$ cat src/rtl/query_string_pair_decoder_top_assert.svh
// Assertion macros of the query string pair decoder RTL.
`ifndef QUERY_STRING_PAIR_DECODER_TOP_ASSERT_SVH
`define QUERY_STRING_PAIR_DECODER_TOP_ASSERT_SVH

// Same-cycle implication, checked on every rising clock edge outside reset.
`define QSPD_ASSERT_NOW(label, ante, cons) \
  label: assert property (@(posedge clk) disable iff (rst) (ante) |-> (cons)) \
    else $error("qspd assertion failed");

// Next-cycle implication, checked on every rising clock edge outside reset.
`define QSPD_ASSERT_NEXT(label, ante, cons) \
  label: assert property (@(posedge clk) disable iff (rst) (ante) |=> (cons)) \
    else $error("qspd assertion failed");

`endif

$ cat src/rtl/qspd_pkg.sv
// Package with types, codes and the hex digit decoder of the query string pair decoder.
package qspd_pkg;

  typedef enum logic [2:0] {
    KIND_KEY_BYTE   = 3'd0,
    KIND_VALUE_BYTE = 3'd1,
    KIND_KEY_DONE   = 3'd2,
    KIND_PAIR_DONE  = 3'd3,
    KIND_DISCARD    = 3'd4
  } kind_t;

  typedef enum logic [1:0] {
    ESC_IDLE = 2'd0,
    ESC_HIGH = 2'd1,
    ESC_LOW  = 2'd2
  } esc_t;

  localparam logic [1:0] CFG_KV_SEP   = 2'd0;
  localparam logic [1:0] CFG_PAIR_SEP = 2'd1;
  localparam logic [1:0] CFG_ESCAPE   = 2'd2;

  localparam logic [7:0] KV_SEP_RESET   = 8'd61;
  localparam logic [7:0] PAIR_SEP_RESET = 8'd38;
  localparam logic [7:0] ESCAPE_RESET   = 8'd37;

  localparam int unsigned FifoDepth = 4;
  localparam int unsigned PtrW      = $clog2(FifoDepth);
  localparam int unsigned CountW    = $clog2(FifoDepth + 1);

  typedef struct packed {
    logic [7:0] data;
    kind_t      kind;
    logic       eos;
    logic       last;
  } res_t;

  typedef struct packed {
    logic       bad;
    logic [3:0] nibble;
  } hex_t;

  // Maps an ASCII hex digit of either case to its value; anything else is bad.
  function automatic hex_t hex_decode(input logic [7:0] c);
    hex_t h;
    h.bad    = 1'b0;
    h.nibble = 4'd0;
    if (c >= 8'h30 && c <= 8'h39) begin
      h.nibble = 4'(c - 8'h30);
    end else if (c >= 8'h61 && c <= 8'h66) begin
      h.nibble = 4'(c - 8'h61 + 8'd10);
    end else if (c >= 8'h41 && c <= 8'h46) begin
      h.nibble = 4'(c - 8'h41 + 8'd10);
    end else begin
      h.bad = 1'b1;
    end
    return h;
  endfunction

endpackage

$ cat src/rtl/query_string_pair_decoder_top.sv
// Top level of the query string pair decoder: parser state, result queue and ports.
//
//   Channel   Direction  Handshake                   Payload
//   s_axis    in         s_axis_tvalid/s_axis_tready  tdata = in_byte, tlast = final_byte
//   m_axis    out        m_axis_tvalid/m_axis_tready  tdata = out_byte, tuser = kind, eos,
//                                                     tlast = last_in_run
//   cfg       in         cfg_valid/cfg_ready          cfg_index, cfg_data
//
// The decoder takes one byte per cycle while s_axis_tready is high. Each byte is parsed
// in the cycle it is accepted and its results (none, one or two) are written into a
// four-entry result queue, so they are registered before they are offered.
// The output drains one result per cycle while m_axis_tready is high; only a final
// byte can add two, and s_axis_tready drops while fewer than two queue entries are free.
// A synchronous reset returns the parser to the key state, empties the queue
// and loads the separator and escape registers with '=', '&' and '%'.
// Configuration writes are always taken and should arrive while the block is idle.
module query_string_pair_decoder_top
  import qspd_pkg::*;
(
  input  logic       clk,
  input  logic       rst,
  input  logic       s_axis_tvalid,
  output logic       s_axis_tready,
  input  logic [7:0] s_axis_tdata,   // [7:0] in_byte
  input  logic       s_axis_tlast,   // final_byte
  output logic       m_axis_tvalid,
  input  logic       m_axis_tready,
  output logic [7:0] m_axis_tdata,   // [7:0] out_byte
  output logic [3:0] m_axis_tuser,   // [2:0] kind, [3] end_of_stream
  output logic       m_axis_tlast,   // last_in_run
  input  logic       cfg_valid,
  output logic       cfg_ready,
  input  logic [1:0] cfg_index,
  input  logic [7:0] cfg_data
);

`include "query_string_pair_decoder_top_assert.svh"

  // Configuration registers.
  logic [7:0] kv_sep;
  logic [7:0] pair_sep;
  logic [7:0] escape_mark;

  // Parser state.
  logic       in_value;
  esc_t       esc_stage;
  logic [3:0] high_nibble;
  logic       part_failed;

  logic       in_value_next;
  esc_t       esc_stage_next;
  logic [3:0] high_nibble_next;
  logic       part_failed_next;

  // Result queue.
  res_t              fifo [FifoDepth];
  logic [PtrW-1:0]   wr_ptr;
  logic [PtrW-1:0]   rd_ptr;
  logic [CountW-1:0] count;

  logic       s_fire;
  logic       m_fire;
  logic [1:0] push_cnt;
  res_t       res_a;
  res_t       res_b;

  // Scratch values of the parse.
  logic [7:0] sep;
  hex_t       hex;
  logic       data_hit;
  res_t       data_res;
  res_t       fin_res;
  kind_t      data_kind;

  assign cfg_ready     = 1'b1;
  assign s_axis_tready = (count <= CountW'(FifoDepth - 2));
  assign s_fire        = s_axis_tvalid && s_axis_tready;
  assign m_fire        = m_axis_tvalid && m_axis_tready;

  assign m_axis_tvalid = (count != '0);
  assign m_axis_tdata  = fifo[rd_ptr].data;
  assign m_axis_tuser  = {fifo[rd_ptr].eos, fifo[rd_ptr].kind};
  assign m_axis_tlast  = fifo[rd_ptr].last;

  always_ff @(posedge clk) begin
    if (rst) begin
      kv_sep      <= KV_SEP_RESET;
      pair_sep    <= PAIR_SEP_RESET;
      escape_mark <= ESCAPE_RESET;
    end else if (cfg_valid && cfg_ready) begin
      case (cfg_index)
        CFG_KV_SEP:   kv_sep      <= cfg_data;
        CFG_PAIR_SEP: pair_sep    <= cfg_data;
        CFG_ESCAPE:   escape_mark <= cfg_data;
        default: ;  // Indexes beyond the register list are ignored.
      endcase
    end
  end

  // One pass over the incoming byte: the separator of the current part wins
  // over everything, then the escape sequencer, then the final-byte closer.
  always_comb begin
    in_value_next    = in_value;
    esc_stage_next   = esc_stage;
    high_nibble_next = high_nibble;
    part_failed_next = part_failed;

    sep       = in_value ? pair_sep : kv_sep;
    hex       = hex_decode(s_axis_tdata);
    data_kind = in_value ? KIND_VALUE_BYTE : KIND_KEY_BYTE;
    data_hit  = 1'b0;

    data_res.data = 8'd0;
    data_res.kind = data_kind;
    data_res.eos  = 1'b0;
    data_res.last = 1'b0;

    if (s_axis_tdata == sep) begin
      // The separator closes the part even inside an escape or after an error.
      data_hit         = 1'b1;
      data_res.kind    = in_value ? KIND_PAIR_DONE : KIND_KEY_DONE;
      in_value_next    = !in_value;
      esc_stage_next   = ESC_IDLE;
      high_nibble_next = 4'd0;
      part_failed_next = 1'b0;
    end else if (!part_failed) begin
      case (esc_stage)
        ESC_IDLE: begin
          if (s_axis_tdata == escape_mark) begin
            esc_stage_next = ESC_HIGH;
          end else begin
            data_hit      = 1'b1;
            data_res.data = s_axis_tdata;
          end
        end
        ESC_HIGH: begin
          if (hex.bad) begin
            part_failed_next = 1'b1;
            esc_stage_next   = ESC_IDLE;
            high_nibble_next = 4'd0;
          end else begin
            high_nibble_next = hex.nibble;
            esc_stage_next   = ESC_LOW;
          end
        end
        default: begin
          if (hex.bad) begin
            part_failed_next = 1'b1;
          end else begin
            data_hit      = 1'b1;
            data_res.data = {high_nibble, hex.nibble};
          end
          esc_stage_next   = ESC_IDLE;
          high_nibble_next = 4'd0;
        end
      endcase
    end

    // The closing result looks at the part as it stands after this byte.
    fin_res.data = 8'd0;
    fin_res.kind = in_value_next ? KIND_PAIR_DONE : KIND_DISCARD;
    fin_res.eos  = 1'b1;
    fin_res.last = 1'b1;

    if (s_axis_tlast) begin
      in_value_next    = 1'b0;
      esc_stage_next   = ESC_IDLE;
      high_nibble_next = 4'd0;
      part_failed_next = 1'b0;
    end

    // Pack the results into the first free slots.
    data_res.last = !s_axis_tlast;
    if (data_hit) begin
      res_a    = data_res;
      res_b    = fin_res;
      push_cnt = s_axis_tlast ? 2'd2 : 2'd1;
    end else begin
      res_a    = fin_res;
      res_b    = fin_res;
      push_cnt = s_axis_tlast ? 2'd1 : 2'd0;
    end
    if (!s_fire) begin
      push_cnt = 2'd0;
    end
  end

  always_ff @(posedge clk) begin
    if (rst) begin
      in_value    <= 1'b0;
      esc_stage   <= ESC_IDLE;
      high_nibble <= 4'd0;
      part_failed <= 1'b0;
    end else if (s_fire) begin
      in_value    <= in_value_next;
      esc_stage   <= esc_stage_next;
      high_nibble <= high_nibble_next;
      part_failed <= part_failed_next;
    end
  end

  always_ff @(posedge clk) begin
    if (push_cnt != 2'd0) begin
      fifo[wr_ptr] <= res_a;
    end
    if (push_cnt == 2'd2) begin
      fifo[wr_ptr + PtrW'(1)] <= res_b;
    end
  end

  always_ff @(posedge clk) begin
    if (rst) begin
      wr_ptr <= '0;
      rd_ptr <= '0;
      count  <= '0;
    end else begin
      wr_ptr <= wr_ptr + PtrW'(push_cnt);
      if (m_fire) begin
        rd_ptr <= rd_ptr + PtrW'(1);
      end
      count <= count + CountW'(push_cnt) - CountW'(m_fire);
    end
  end

  // The queue never holds more results than it has entries.
  `QSPD_ASSERT_NOW(a_queue_bound, 1'b1, count <= CountW'(FifoDepth))
  // A final byte leaves the parser in its reset state.
  `QSPD_ASSERT_NEXT(a_final_clears, s_fire && s_axis_tlast,
                    !in_value && esc_stage == ESC_IDLE && !part_failed && high_nibble == 4'd0)
  // A failed part never keeps an escape open.
  `QSPD_ASSERT_NOW(a_fail_no_escape, part_failed, esc_stage == ESC_IDLE)
  // A drained result with nothing pushed shrinks the queue by exactly one.
  `QSPD_ASSERT_NEXT(a_pop_only, m_fire && push_cnt == 2'd0, count == $past(count) - CountW'(1))
  // A closing result always ends the run of its byte.
  `QSPD_ASSERT_NOW(a_eos_last, m_axis_tvalid && m_axis_tuser[3], m_axis_tlast)

endmodule
$ cat config.mk
export PLATFORM = sky130hd
export DESIGN_NAME = query_string_pair_decoder_top
export DESIGN_NICKNAME = d
export VERILOG_FILES = /design/src/rtl/qspd_pkg.sv /design/src/rtl/query_string_pair_decoder_top.sv
export VERILOG_INCLUDE_DIRS = /design/src /design/src/rtl
export SDC_FILE = /design/constraint.sdc
export NUM_CORES = 1
export LEC_CHECK = 0
export ABC_AREA = 0
export ABC_CLOCK_PERIOD_IN_PS = 5900
export BUFFER_PORTS_ARGS = -buffer_cell sky130_fd_sc_hd__clkbuf_2
export CAP_MARGIN = 20
export CORE_UTILIZATION = 33
export CTS_CLUSTER_SIZE = 12
export DETAILED_ROUTE_END_ITERATION = 16
export MAX_ROUTING_LAYER = met4
export PLACE_DENSITY = 0.61
export SETUP_SLACK_MARGIN = 0.3
export SLEW_MARGIN = 20
export SYNTH_ARGS = -nofsm -noshare
export SYNTH_HDL_FRONTEND = slang
export SYNTH_SLANG_ARGS = --single-unit
$ cat constraint.sdc
create_clock -name clk -period 5.9 [get_ports clk]
set_clock_uncertainty 0.2 [all_clocks]
set_input_delay 0.59 -clock clk [delete_from_list [all_inputs] [get_ports clk]]
set_output_delay 0.59 -clock clk [all_outputs]
set_load 0.03 [all_outputs]
==> flow_summary.toml <==
[die]
initial_core_util_pct = 34.2
die-width_um = 120
ioPinCount = 40
rows = 42
chipHeight_um = 120
die_area_um2 = 14400
core_area_um2 = 13400

[cts]
clockRootBuffer = "clkbuf_16"
clkSlewWorstSetupHoldPaths_ns = 0.06
cts.sinks = 93
clk_latency_ns = 0.35
postCtsHoldBufs = 0
cts_resized = 0
clock_path_buffers = 2
htreeDepth = 3
cts_tree = "done"
postCtsSetupBuffers = 0
cts_buffers = 9

[critical_path]
crit_required_ns = 5.90
crit_type = "flop to flop"
crit_buf_inv = 3
crit_chain = "mux2i_1 -> xnor2_1 -> nor4_1 -> nand2_1 -> o21ai_1 -> ha_1 -> and3_1 -> inv_1 -> ha_1 -> inv_1 -> ha_1 -> inv_1 -> fa_1 -> xnor2_1 -> xnor2_1 -> nor2_1"
slowest_delay_ns = 1.00
crit_slowest_cell = "dfxtp_1"
startpoint_type = "flop"
r2r-start = "in_value"
critPathTopFamily = "simple AND/OR/NAND/NOR gates"
worstPathArrival_ns = 4.90
end_kind = "flop"
r2r_slack_ns = 1.00
reg2reg_to = "count[2]"
path_max_fanout = 27
reg2reg_depth = 16

[drt]
first_pass_iters = 5
ant_nets = 0
finalWirelength_um = 10600
vias = 3449
vias_per_cell = 5.29
drt-initial-drc-count = 273
wl_per_cell_um = 16.2
drc_errors = 0

[hold_path]
worstHoldPathType = "flop to flop"
hold_depth = 2
hold_path_end = "fifo[1][1]"
holdCritStartpoint = "fifo[1][1]"

[final_layout]
syn2layout_area_growth_pct = 13.1
drive_gt1_share_pct = 17.2
fin_cells = 652
fin_nets = 504
final_area_um2 = 5190
antenna_cells = 0
fillers = 1329

[yosys]
synth_edf_count = 12
yosys-top-cells-area = "dfxtp_1, edfxtp_1, a22o_1, mux4_2, mux2i_1"
yosys_most_used_dff = "dfxtp_1"
yosys_warnings = 0
syn_inst = 446
synth_cell_types = 54
synth_top_area_cell = "dfxtp_1"
yosysTopAreaCellShare_pct = 35.4
syn_nets = 479
ys_ff_latch = 93
syn_avg_cell_area_um2 = 10.3
synth_seq_area_share_pct = 43.2
async_reset_ff_share_pct = 0
syn_area_um2 = 4590

[power_and_ir_drop]
p_per_area_nw_per_um2 = 414
peakVddDrop_mv = 0.148
p_leak_uw = 0.00198

[grt]
grt-ovfl-total = 0
antenna_found_initial = 0
grt_util_all_layers_pct = 16.1
grt_start_max_net_pins = 43
grt_pass1_vias = 3354
grt_pass1_wl_um = 17500

[placed_design]
place_inst = 636
dpl_worst_slack_ns = 1.05
port_buffers = 38
dp_hpwl_um = 7580
routabilityCongestion = 0.838
placed_cell_area_um2 = 4900

[timing]
setup_viol = 0
hold_viol = 0
timing.setup.tns_ns = 0
slew_viol_final = 0
period_share_pct = 83.0
maxSlewHeadroom_pct = 32.0
worst_slew_pin_slew_ns = 1.02
post-route-min-period_ns = 4.90
fin_hold_ws_ns = 0.263
clock.fmax_ghz = 0.204
rsz0062_at_grt = "false"
fin_ws_ns = 1.00

[outcome]
outcome = "finished, final reports clean"

[job]
cap_violations = 0
==> placed cells by master (no fill, tap or decap), drive strengths merged, types with 9 or more instances in the layout <==
cell / n
a211o: 11
a21oi: 26
a22o: 39
clkbuf: 48
dfxtp: 81
edfxtp: 12
inv: 22
mux2i: 21
mux4: 13
nand2: 15
nor2: 40
nor2b: 11
nor4: 9
o21ai: 22
xnor2: 14
xor2: 10
==> worst max path at each step <==
stage	start	endpoint	slack, ns	cells past startpoint
floorplan	s_axis_tdata[0]	count[2]	1.48	21
global placement	in_value	count[2]	1.24	16
detailed placement	in_value	count[2]	1.05	16
CTS	in_value	count[2]	1.03	16
global route	in_value	count[2]	0.55	16
finish	in_value	count[2]	1.00	16
==> stage by stage <==
step / utilization [%] / power [uW]
after floorplan: - / 1420
after global placement: 36.6 / 1590
after detailed placement: 36.6 / 1600
after CTS: 38.7 / 2170
after global routing: 38.7 / 2270
final: 38.7 / 2150
==> worst register-to-register path, cell delays in order (launching register included) <==
cell and delay (ns):
dfxtp_1 1.00, mux2i_1 0.32, xnor2_1 0.09, nor4_1 0.51
nand2_1 0.43, o21ai_1 0.35, ha_1 0.39, and3_1 0.23
inv_1 0.05, ha_1 0.21, inv_1 0.05, ha_1 0.13
inv_1 0.05, fa_1 0.37, xnor2_1 0.19, xnor2_1 0.15
nor2_1 0.05
==> cell families (layout without fill, tap and decap cells) <==
| logic type | count (synthesis) | in the layout | synth area share, % |
|---|---|---|---|
| simple gates | 114 | 114 | 14.2 |
| flops | 93 | 93 | 43.2 |
| compound gates | 126 | 126 | 20.2 |
| fa+ha+maj | 9 | 9 | 2.62 |
| xor+xnor | 24 | 24 | 4.58 |
| buf+inv | 45 | 75 | 4.17 |
| other cells | 1 | 1 | 0.0818 |
| mux | 34 | 34 | 11.0 |
==> registers in the layout, indices dropped and copies added (netlist names), named ones only <==
name	cells
rd_ptr	2
pair_sep	8
fifo	52
in_value	1
kv_sep	8
esc_stage	2
part_failed	1
high_nibble	4
count	3
escape_mark	8
wr_ptr	2
==> metal layers <==
metal | global-route usage (%) | share of wire, %
met1 | 20.7 | 48
met2 | 24.8 | 46
met3 | 4.47 | 4.2
met4 | 4.14 | 0.93
met5 | - | 0
==> power breakdown <==
group | internal (uW) | total [uW] | switching [uW]
registers | 789 | 899 | 110
logic | 303 | 685 | 382
clock network | 304 | 562 | 257
total | 1400 | 2150 | 749
==> synthesized netlist by cell type (all sizes together), types with 2 or more instances <==
master and number:
nand3b 2, nor3b 3, inv 17, a31oi 2, o311ai 4, dfxtp 81, or4b 2, nor2b 11
a22oi 4, nand2b 6, ha 8, mux2i 21, xor2 10, a21oi 26, edfxtp 12, or3 7
mux4 13, nand2 15, o31ai 7, nor3 7, clkbuf 21, and3 2, o22a 3, a211o 11
xnor2 14, buf 7, nor2 40, and2 3, nand3 4, o21ai 22, a22o 39, nor4 9
==> cell type report <==
type	instances	area [um^2]	share of cell area, %
flip-flops and latches	93	1980	38.2
clock buffers	10	239	4.61
inverters	17	63.8	1.23
clock inverters	6	50.0	0.965
well taps	176	220	4.25
repair buffers	42	220	4.25
multi-input cells	308	2410	46.5
No activity file was read; power rests on OpenSTA's default activity.
